`src/design/multi_policy_job_scheduler_core_assert.svh`:
```
// Assertion macros for the scheduler core.
`ifndef MULTI_POLICY_JOB_SCHEDULER_CORE_ASSERT_SVH
`define MULTI_POLICY_JOB_SCHEDULER_CORE_ASSERT_SVH
`ifndef SYNTHESIS
`define MPJS_ASSERT(label, clk, rst_n, prop, msg) \
  label: assert property (@(posedge clk) disable iff (!rst_n) prop) else $error(msg);
`define MPJS_ASSERT_ALWAYS(label, clk, prop, msg) \
  label: assert property (@(posedge clk) prop) else $error(msg);
`else
`define MPJS_ASSERT(label, clk, rst_n, prop, msg)
`define MPJS_ASSERT_ALWAYS(label, clk, prop, msg)
`endif
`endif

```
`src/design/mpjs_pkg.sv`:
```
package mpjs_pkg;
  localparam int unsigned MaxJobsDef = 16;
  localparam int unsigned EntryW = 8 + 32 + 16 + 16 + 8 + 32 + 1;

  localparam logic [2:0] ModeFcfs = 3'd0;
  localparam logic [2:0] ModeNeed = 3'd1;
  localparam logic [2:0] ModeRem  = 3'd2;
  localparam logic [2:0] ModePrio = 3'd3;
  localparam logic [2:0] ModeRr   = 3'd4;

  localparam logic RegMode  = 1'b0;
  localparam logic RegSlice = 1'b1;

  localparam logic CmdAdd  = 1'b0;
  localparam logic CmdTick = 1'b1;

  localparam logic [2:0] StAdded = 3'd0;
  localparam logic [2:0] StFull  = 3'd1;
  localparam logic [2:0] StIdle  = 3'd2;
  localparam logic [2:0] StRan   = 3'd3;
  localparam logic [2:0] StDone  = 3'd4;

  typedef struct packed {
    logic [7:0]  tag;
    logic [31:0] arrival;
    logic [15:0] need;
    logic [15:0] remain;
    logic [7:0]  prio;
    logic [31:0] start;
    logic        started;
  } entry_t;

  typedef enum logic [2:0] {
    S_IDLE, S_SCAN, S_RUN, S_SHIFT, S_PUT, S_OUT
  } state_e;
endpackage

```
`src/design/multi_policy_job_scheduler_core.sv`:
```
// Tick-driven job scheduler with five policies: first come first served,
// shortest total need, shortest remaining time, lowest priority value, and
// round robin with a programmable slice. Job records live in one synchronous
// RAM in queue order. An input beat carries its command on s_axis_tuser
// (0 adds a job, 1 advances one tick) and the job fields on s_axis_tdata.
// Each result beat carries its status on m_axis_tuser. One beat is in work at
// a time. A tick on N queued jobs reads every entry once to find the pick.
// When the job finishes or is requeued, the entries behind it move up one
// place, one entry per cycle through the single RAM port. A finished result
// waits in the output register, so the next input beat is taken while the
// sink stalls. The result of that beat then waits in the core until the
// register frees. Write the configuration registers only while no beat is in
// work.
module multi_policy_job_scheduler_core
  import mpjs_pkg::*;
#(
  parameter int unsigned MaxJobs = MaxJobsDef
) (
  input  logic         clk_i,
  input  logic         rst_ni,
  input  logic         cfg_we_i,
  input  logic         cfg_index_i,
  input  logic [7:0]   cfg_data_i,
  input  logic         s_axis_tvalid,
  output logic         s_axis_tready,
  // From bit 0: command.
  input  logic         s_axis_tuser,
  // From bit 0: job_tag, need_time, priority_level.
  input  logic [31:0]  s_axis_tdata,
  output logic         m_axis_tvalid,
  input  logic         m_axis_tready,
  // From bit 0: status.
  output logic [2:0]   m_axis_tuser,
  // From bit 0: run_tag, tick_time, first_run_time, turnaround, waiting,
  // response.
  output logic [167:0] m_axis_tdata
);
`include "multi_policy_job_scheduler_core_assert.svh"

  localparam int unsigned IdxW = $clog2(MaxJobs);
  localparam int unsigned CntW = $clog2(MaxJobs + 1);

  state_e state_q, state_d;
  logic [2:0] mode_q;
  logic [7:0] slice_q;
  logic [CntW-1:0] len_q, len_d, ads_q, ads_d;
  logic [31:0] time_q, time_d;
  logic [7:0] used_q, used_d;
  logic [CntW-1:0] cnt_q, cnt_d;        // scan / shift index
  logic [IdxW-1:0] best_q, best_d;
  entry_t best_e_q, best_e_d, hold_q, hold_d;
  logic [CntW-1:0] dst_q, dst_d;        // requeue destination
  logic cmd_q;
  logic [7:0] tag_q;
  logic [15:0] need_q;
  logic [7:0] prio_q;
  logic [170:0] res_q, res_d;
  logic [170:0] out_q;
  logic out_v_q, out_v_d;
  logic pend_q, pend_d;                 // result computed, waiting for out reg

  logic we;
  logic [IdxW-1:0] waddr, raddr;
  entry_t wdata, rdata;
  logic scan_v_q, scan_v_d;             // rdata valid for entry cnt_q-1

  mpjs_ram #(.Width(EntryW), .Depth(MaxJobs)) u_ram (
    .clk_i, .we_i(we), .waddr_i(waddr), .wdata_i(wdata),
    .raddr_i(raddr), .rdata_o(rdata)
  );

  assign s_axis_tready = (state_q == S_IDLE);
  assign m_axis_tvalid = out_v_q;
  assign m_axis_tuser  = out_q[2:0];
  assign m_axis_tdata  = out_q[170:3];

  function automatic logic better(input logic [2:0] m, input entry_t c, input entry_t b);
    logic r;
    r = 1'b0;
    case (m)
      ModeNeed: r = c.need < b.need;
      ModeRem:  r = c.remain < b.remain;
      ModePrio: r = c.prio < b.prio;
      default:  r = 1'b0;
    endcase
    return r;
  endfunction

  always_ff @(posedge clk_i or negedge rst_ni) begin
    if (!rst_ni) begin
      state_q <= S_IDLE;
      mode_q <= ModeFcfs;
      slice_q <= 8'd4;
      len_q <= '0;
      ads_q <= '0;
      time_q <= '0;
      used_q <= '0;
      out_v_q <= 1'b0;
      pend_q <= 1'b0;
      scan_v_q <= 1'b0;
    end else begin
      state_q <= state_d;
      len_q <= len_d;
      ads_q <= ads_d;
      time_q <= time_d;
      used_q <= used_d;
      out_v_q <= out_v_d;
      pend_q <= pend_d;
      scan_v_q <= scan_v_d;
      if (cfg_we_i) begin
        case (cfg_index_i)
          RegMode:  mode_q <= cfg_data_i[2:0];
          RegSlice: slice_q <= cfg_data_i;
          default: ;
        endcase
      end
    end
  end

  always_ff @(posedge clk_i) begin
    cnt_q <= cnt_d;
    best_q <= best_d;
    best_e_q <= best_e_d;
    hold_q <= hold_d;
    dst_q <= dst_d;
    res_q <= res_d;
    // The output register only loads once the previous beat has left.
    if (state_q == S_OUT && (!out_v_q || m_axis_tready)) begin
      out_q <= res_q;
    end
    if (s_axis_tvalid && s_axis_tready) begin
      cmd_q <= s_axis_tuser;
      tag_q <= s_axis_tdata[7:0];
      need_q <= s_axis_tdata[23:8];
      prio_q <= s_axis_tdata[31:24];
    end
  end

  logic [7:0] eff_slice;
  always_comb begin
    eff_slice = (slice_q == 8'd0) ? 8'd1 : slice_q;
  end

  // Next state.
  always_comb begin
    state_d = state_q;
    case (state_q)
      S_IDLE: if (s_axis_tvalid) state_d = S_SCAN;
      S_SCAN: begin
        if (cmd_q == CmdAdd || len_q == '0) state_d = S_OUT;
        else if (scan_v_q && cnt_q == len_q) state_d = S_RUN;
      end
      S_RUN:   state_d = S_SHIFT;
      S_SHIFT: if (cnt_q >= dst_q) state_d = S_PUT;
      S_PUT:   state_d = S_OUT;
      S_OUT:   if (!out_v_q || m_axis_tready) state_d = S_IDLE;
      default: state_d = S_IDLE;
    endcase
  end

  // Datapath and outputs.
  always_comb begin
    len_d = len_q; ads_d = ads_q; time_d = time_q; used_d = used_q;
    cnt_d = cnt_q; best_d = best_q; best_e_d = best_e_q; hold_d = hold_q;
    dst_d = dst_q; res_d = res_q; pend_d = pend_q; scan_v_d = 1'b0;
    out_v_d = out_v_q && !m_axis_tready;
    we = 1'b0; waddr = '0; wdata = '0; raddr = '0;
    case (state_q)
      S_IDLE: begin
        cnt_d = '0;
        best_d = '0;
      end
      S_SCAN: begin
        if (cmd_q == CmdAdd) begin
          res_d = '0;
          res_d[10:3] = tag_q;
          res_d[42:11] = time_q;
          if (len_q >= CntW'(MaxJobs)) begin
            res_d[2:0] = StFull;
          end else begin
            res_d[2:0] = StAdded;
            we = 1'b1;
            waddr = len_q[IdxW-1:0];
            wdata = '{tag: tag_q, arrival: time_q, need: need_q, remain: need_q,
                      prio: prio_q, start: 32'd0, started: 1'b0};
            len_d = len_q + 1'b1;
            if (mode_q == ModeRr && used_q != '0 && ads_q < CntW'(MaxJobs))
              ads_d = ads_q + 1'b1;
          end
          pend_d = 1'b1;
        end else if (len_q == '0) begin
          res_d = '0;
          res_d[2:0] = StIdle;
          res_d[42:11] = time_q;
          time_d = time_q + 32'd1;
          used_d = '0; ads_d = '0;
          pend_d = 1'b1;
        end else begin
          if (cnt_q < len_q) begin
            raddr = cnt_q[IdxW-1:0];
            cnt_d = cnt_q + 1'b1;
            scan_v_d = 1'b1;
          end
          if (scan_v_q) begin
            if (cnt_q == CntW'(1) ||
                (mode_q != ModeRr && better(mode_q, rdata, best_e_q))) begin
              best_d = IdxW'(cnt_q - 1'b1);
              best_e_d = rdata;
            end
          end
        end
      end
      S_RUN: begin
        // Update the picked entry and form the result.
        hold_d = best_e_q;
        if (!best_e_q.started) begin
          hold_d.start = time_q;
          hold_d.started = 1'b1;
        end
        res_d = '0;
        res_d[10:3] = best_e_q.tag;
        res_d[42:11] = time_q;
        res_d[74:43] = hold_d.start;
        time_d = time_q + 32'd1;
        cnt_d = CntW'(best_q) + 1'b1;
        if (best_e_q.remain <= 16'd1) begin
          res_d[2:0] = StDone;
          res_d[106:75] = time_q + 32'd1 - best_e_q.arrival;
          res_d[138:107] = time_q + 32'd1 - best_e_q.arrival - {16'd0, best_e_q.need};
          res_d[170:139] = hold_d.start - best_e_q.arrival;
          used_d = '0; ads_d = '0;
          dst_d = len_q;            // shift all behind up, no put
          len_d = len_q - 1'b1;
        end else begin
          res_d[2:0] = StRan;
          hold_d.remain = best_e_q.remain - 1'b1;
          dst_d = CntW'(best_q);    // rewrite in place
          if (mode_q == ModeRr) begin
            if (used_q + 8'd1 >= eff_slice) begin
              used_d = '0; ads_d = '0;
              if (len_q >= CntW'(2)) begin
                dst_d = len_q - 1'b1 - ((ads_q > len_q - 1'b1) ? len_q - 1'b1 : ads_q);
              end
            end else begin
              used_d = used_q + 8'd1;
            end
          end else begin
            used_d = '0; ads_d = '0;
          end
        end
        raddr = IdxW'(cnt_d);
        pend_d = 1'b1;
      end
      S_SHIFT: begin
        // rdata holds entry cnt_q; move it to cnt_q-1.
        if (cnt_q <= dst_q && cnt_q <= len_q) begin
          we = 1'b1;
          waddr = IdxW'(cnt_q - 1'b1);
          wdata = rdata;
          cnt_d = cnt_q + 1'b1;
          raddr = IdxW'(cnt_d);
        end else begin
          cnt_d = dst_q;
        end
      end
      S_PUT: begin
        if (res_q[2:0] == StRan) begin
          we = 1'b1;
          waddr = IdxW'(dst_q);
          wdata = hold_q;
        end
      end
      S_OUT: begin
        if (!out_v_q || m_axis_tready) begin
          out_v_d = 1'b1;
          pend_d = 1'b0;
        end
      end
      default: ;
    endcase
  end

  `MPJS_ASSERT(a_len_max, clk_i, rst_ni, len_q <= CntW'(MaxJobs), "queue overflow")
  `MPJS_ASSERT(a_out_hold, clk_i, rst_ni, out_v_q && !m_axis_tready |=> out_v_q,
    "result dropped")
  `MPJS_ASSERT(a_out_stable, clk_i, rst_ni, out_v_q && !m_axis_tready |=> $stable(out_q),
    "result changed while waiting")
  `MPJS_ASSERT(a_ready_idle, clk_i, rst_ni, s_axis_tready |-> !pend_q,
    "input taken with result pending")
endmodule

```
`src/design/mpjs_ram.sv`:
```
module mpjs_ram #(
  parameter int unsigned Width = 8,
  parameter int unsigned Depth = 16
) (
  input  logic                     clk_i,
  input  logic                     we_i,
  input  logic [$clog2(Depth)-1:0] waddr_i,
  input  logic [Width-1:0]         wdata_i,
  input  logic [$clog2(Depth)-1:0] raddr_i,
  output logic [Width-1:0]         rdata_o
);
  logic [Width-1:0] mem_q [Depth];

  always_ff @(posedge clk_i) begin
    if (we_i) begin
      mem_q[waddr_i] <= wdata_i;
    end
    rdata_o <= mem_q[raddr_i];
  end
endmodule

```
`config.mk`:
```
export PLATFORM = sky130hd
export DESIGN_NAME = multi_policy_job_scheduler_core
export DESIGN_NICKNAME = d
export VERILOG_FILES = /design/src/design/mpjs_pkg.sv /design/src/design/multi_policy_job_scheduler_core.sv /design/src/design/mpjs_ram.sv
export VERILOG_INCLUDE_DIRS = /design/src /design/src/design
export SDC_FILE = /design/constraint.sdc
export NUM_CORES = 2
export LEC_CHECK = 0
export ABC_AREA = 1
export BUFFER_PORTS_ARGS = -buffer_cell sky130_fd_sc_hd__buf_2
export CAP_MARGIN = 40
export CORE_MARGIN = 1.5
export CORE_UTILIZATION = 47
export DETAILED_ROUTE_END_ITERATION = 7
export PLACE_DENSITY = 0.61
export SKIP_CTS_REPAIR_TIMING = 1
export SLEW_MARGIN = 20
export SYNTH_ARGS = -nofsm -noshare
export SYNTH_HDL_FRONTEND = slang
export SYNTH_SLANG_ARGS = --single-unit
```
`constraint.sdc`:
```
create_clock -name clk_i -period 9.5 [get_ports clk_i]
set_input_delay 1.425 -clock clk_i [delete_from_list [all_inputs] [get_ports clk_i]]
set_output_delay 1.425 -clock clk_i [all_outputs]
set_load 0.01 [all_outputs]
```
* After elaboration in Yosys (flattened, before gate mapping)
Memories as Yosys holds them, arrays and structs flattened. A register that Yosys moved wholly into a read port is not among the register bits.
Index checks and enable logic that the tools add are counted.
** Cells by class
- Add/sub/neg operators :: 13
- Order comparisons :: 13
- Equal/unequal tests :: 30
- Mux-type cells :: 85
- Bitwise logic cells :: 3
- Reductions and logical operators :: 30
** Operators by type and width (number)
- $mux 113 :: 4
- $mux 171 :: 2
- $pmux 171 s2 :: 1
- $pmux 113 s3 :: 1
- $mux 96 :: 1
- $mux 5 :: 19
- $mux 33 :: 2
- $mux 32 :: 2
- $pmux 32 s2 :: 1
- $sub 32x32->32 :: 2
- $mux 4 :: 12
- $mux 8 :: 6
- $add 32x1->32 const B :: 1
- $lt 16x16->1 :: 2
- $sub 32x16->32 :: 1
- $pmux 4 s3 :: 2
- $ne 2x2->1 const B :: 11
- $pmux 5 s2 :: 2
- $pmux 5 s4 :: 1
- $mux 3 :: 6
- $pmux 3 s6 :: 1
- $mux 1 :: 17
- $le 16x1->1 const B :: 1
- $mux 16 :: 1
- 41 further kinds :: 75
** Word-level totals
- Flip-flop bits (word level) :: 681
- Memory bits (writable) :: 1808
- Input bits :: 47
- Output and inout bits :: 173
- Logic and storage cells :: 207
- Memories :: 1
** Memories
- u_ram.mem_q :: depth 16, width 113, rd ports 1, clocked after memory_dff 1, write ports 1, line mpjs_ram.sv:12 : logic [Width-1:0] mem_q [Depth];

* Logic depth before layout (Yosys ltp)
- Depth in word-level cells :: 13
- Gate-level depth with buffers :: 30
- Depth with buffers taken out :: 30

* By module
A second synthesis with hierarchy kept.
** Unflattened totals
- Cells, all modules :: 10603
- Area total of the unflattened synthesis :: 112814.4 um^2
** By module, submodules not included
- mpjs_ram :: times used 1, cells an instance 7412, area an instance 79518.8 um^2
- multi_policy_job_scheduler_core :: times used 1, cells an instance 3191, area an instance 33295.7 um^2

* Worst setup path after synthesis
Ideal clock, no wire load.
- Kind :: in2reg
- From :: input port m_axis_tready
- To :: register out_q[0] (enable)
- Library setup time :: 0.759 ns
- Arrival time :: 9.709 ns
- Required time :: 8.741 ns
- Slack :: -0.969 ns
- Stages on the path :: 2
- Cell sequence :: inv_1 -> a21oi_1
** On the way
- Cells in the longest elaborated chain, start to end :: 2
** RTL lines
- start, declared :: line multi_policy_job_scheduler_core.sv:31 : input logic m_axis_tready,
- $logic_or 1x1->1 :: line multi_policy_job_scheduler_core.sv:128 : if (state_q == S_OUT && (!out_v_q || m_axis_tready)) begin
- $logic_and 1x1->1 :: line multi_policy_job_scheduler_core.sv:128
- end signal, assigned :: line multi_policy_job_scheduler_core.sv:129 : out_q <= res_q;
- end, declared :: line multi_policy_job_scheduler_core.sv:58 : logic [170:0] out_q;
No other way between the ends.
A chain may end at the register's enable or synchronous reset.

* Worst setup path in the final report
- From :: register time_q[0]
- To :: register res_q[137], data pin
** On the way
- Cells in the longest elaborated chain, start to end :: 5
** RTL lines
- start, declared :: line multi_policy_job_scheduler_core.sv:47 : logic [31:0] time_q, time_d;
- start signal, assigned :: line multi_policy_job_scheduler_core.sv:105 : time_q <= time_d;
- $add 32x1->32 :: line multi_policy_job_scheduler_core.sv:229 : res_d[138:107] = time_q + 32'd1 - best_e_q.arrival - {16'd0, best_e_q.need};
- $sub 32x32->32 :: line multi_policy_job_scheduler_core.sv:229
- $sub 32x16->32 :: line multi_policy_job_scheduler_core.sv:229
- $mux 96 :: line multi_policy_job_scheduler_core.sv:226 : if (best_e_q.remain <= 16'd1) begin
- $pmux 171 s2 :: line multi_policy_job_scheduler_core.sv:168 : case (state_q)
- end signal, assigned :: line multi_policy_job_scheduler_core.sv:126 : res_q <= res_d;
- end, declared :: line multi_policy_job_scheduler_core.sv:57 : logic [170:0] res_q, res_d;
No other way between the ends.

==> results.toml <==
[run_status]
status = "complete, no violations"

[routing]
route.detailed.drc = 0
totalWireLength_mm = 324
via_count = 75400
wire_per_inst_um = 24.2
first_iter_violations = 8901
dr.pass1.iters = 7
highest_layer = "met5"
ant_nets = 0
vias_per_cell = 5.62
met3_length_mm = 30.5
drt-met1-wl_mm = 139
wl_met2_mm = 146

[power_and_ir_drop]
comb_power_share = 0.274
power_switching_mw = 12.3
irDropWorstVdd_mv = 0.250
netSwitchingFraction = 0.337
pwr-share-clk = 0.298
internal_power_mw = 24.2
p_leak_nw = 48.9
sequentialPowerShare = 0.428
powerDensity_nw_per_um2 = 291

[sta]
max_freq_ghz = 0.164
grt_setup_unrepaired = "no"
worst_pin_slew_ns = 1.29
slew_headroom = 0.137
finalClockSkew_ns = 0.0692
setup_tns_ns = 0
finalCritPeriodShare = 0.641
slew_viol_final = 0
hold_violations = 0
timing.final.ws_setup_ns = 3.41
fin_crit_ns = 6.09
setup_violations = 0

[global_routing]
first_global_vias = 71400
grt_usage = 0.268
antenna_found_initial = 10
grt_max_degree = 205
grt_pass1_wl_mm = 476
overflow = 0

[synthesis]
yosysMostFrequentCell = "nand2_1"
synth-edff-count = 2422
synth_ff_type = "edfxtp_1"
yosysTopAreaCell = "edfxtp_1"
synth_common_cells = "2599 x nand2_1, 2422 x edfxtp_1, 1602 x nand3_1, 969 x inv_1, 346 x nand3b_1"
synth_top_area_share = 0.654
avgSynthCellArea_um2 = 11.3
synth_area_leaders = "edfxtp_1 65%, nand2_1 8.8%, nand3_1 7.2%, inv_1 3.3%, nand3b_1 2.3%"
synth_nets = 10100
synth.cell_area_um2 = 111000
yosys_warnings = 0
synthDistinctLibCells = 64
netlist_instances = 9882
synthArstFlopShare = 0.0254
ys_ff_latch = 2601
synth-seq-area-share = 0.689

[finish]
fin_nets = 10300
area_growth_pct = 12.9
drive_gt1_frac = 0.0837

[die]
dieArea_um2 = 240000
rows = 178
core_area_um2 = 235000
ioPinCount = 220
die_x_um = 489
start_util = 0.473
die_y_um = 489

[critical_path]
crit_required_ns = 10.16
worstPathMaxFanout = 6
crit_family = "simple AND/OR/NAND/NOR gates"
cp.arrival_ns = 6.75
slowest_delay_ns = 0.56
endpoint_kind = "flop"
critical_path_class = "flop to flop"
critPathBufInv = 3
critPathSlowestCell = "dfrtp_1"
cp-start-kind = "flop"
crit_top_cell = "nand2_1"

[cts]
htree_levels = 5
clk_pin_slew_ns = 0.06
clockBufferDepth = 4
clockRootBuffer = "clkbuf_16"
insertion_delay_ns = 0.94
numClockSinks = 2601
cts_buffers = 292
cts_tree = "built"

[place]
pre_cts_ws_ns = 3.51
io_buffers = 219
dp_hpwl_mm = 181
gp_congestion = 0.902

[hold_path]
hp-class = "flop to flop"

[run]
drv_cap = 0
cell type report:
cell class,count,area (µm²)
sequential,2601,76600
clock inverter,121,1130
inverter,980,3720
tap,3150,3940
antenna,3,7.51
clock buffer,385,7980
multi-input combinational,5777,28800
fill,20000,110000
timing repair buffer,394,3280
routing by layer:
metal | up-vias | track usage
met5 | - | 0
met4 | 2 | 0.0754
met3 | 519 | 0.0551
met2 | 3389 | 0.412
met1 | 37000 | 0.385
li1 | 34500 | -
logic make-up after synthesis:
kind of cell / Yosys count / share of synthesized area
flops: 2601 / 0.689
simple gates: 4896 / 0.197
mux: 1 / 0.0000900
xor+xnor: 73 / 0.00575
fa+ha+maj: 159 / 0.0182
buf+inv: 1504 / 0.0535
compound gates: 648 / 0.0360
cells in the final DEF (no fill, tap or decap), types with 6 or more instances in the layout:
cell type      n
bufinv_16     19
ha_1         155
nor2_1       236
buf_2        223
nand4_1       28
o211ai_1     126
nand3_1     1600
a21oi_1      145
nor2_4        22
buf_16        23
a32oi_1        6
clkinv_2      46
dfrtp_1       65
edfxtp_1    2422
a31oi_1       10
xor2_1        68
buf_4        113
clkbuf_1      67
o31ai_1        6
clkinvlp_4    10
inv_1        966
clkinv_1      31
inv_6         10
nor3b_1        6
o21bai_1       6
clkinv_4       6
dfxtp_1      113
clkbuf_16    298
nor3_1        27
inv_2          8
clkbuf_8      20
a22oi_1       55
nand3b_1     346
o21a_1        14
buf_12        33
a22o_1        32
nand2_1     2599
o21ai_0      218
through the flow:
stage | hold slack, ns | total power, mW | util | instances | cell area, µm²
floorplan | 0.400 | 22.3 | - | 9882 | 111000
global placement | 0.404 | 25.4 | 0.491 | 12900 | 116000
detailed placement | 0.405 | 25.7 | 0.494 | 12900 | 116000
CTS | 0.383 | 36.6 | 0.533 | 13400 | 125000
global route | 0.394 | 38.2 | 0.534 | 13400 | 126000
finish | 0.380 | 36.5 | 0.534 | 13400 | 126000
registers in the layout (all words and copies together) (netlist names), 16 cells and up:
register       flops
u_ram.rdata_o    113
u_ram.mem_q     1808
need_q            16
hold_q           112
time_q            32
out_q            171
best_e_q         113
res_q            171
final timing paths:
| kind | from | endpoint | slack [ns] | depth (start not counted) |
|---|---|---|---|---|
| max | time_q[0] | res_q[137] | 3.41 | 26 |
| min | res_q[129] | out_q[129] | 0.38 | 0 |
| max reg2reg | time_q[0] | res_q[137] | 3.41 | 26 |
| min reg2reg | res_q[129] | out_q[129] | 0.38 | 0 |
| max in group asynchronous | rst_ni | time_q[23] | 8.38 | 2 |
| min in group asynchronous | rst_ni | used_q[2] | 0.47 | 1 |
power by group through the flow:
stage	clock network (mW)	registers (mW)	logic, mW
floorplan	0	15.7	6.57
finish	10.9	15.6	10.0
global route	11.5	15.7	11.0
global placement	0	15.8	9.56
detailed placement	0	15.8	9.88
CTS	11.0	15.6	9.93
Note: power is estimated with default switching activity, not from simulation.
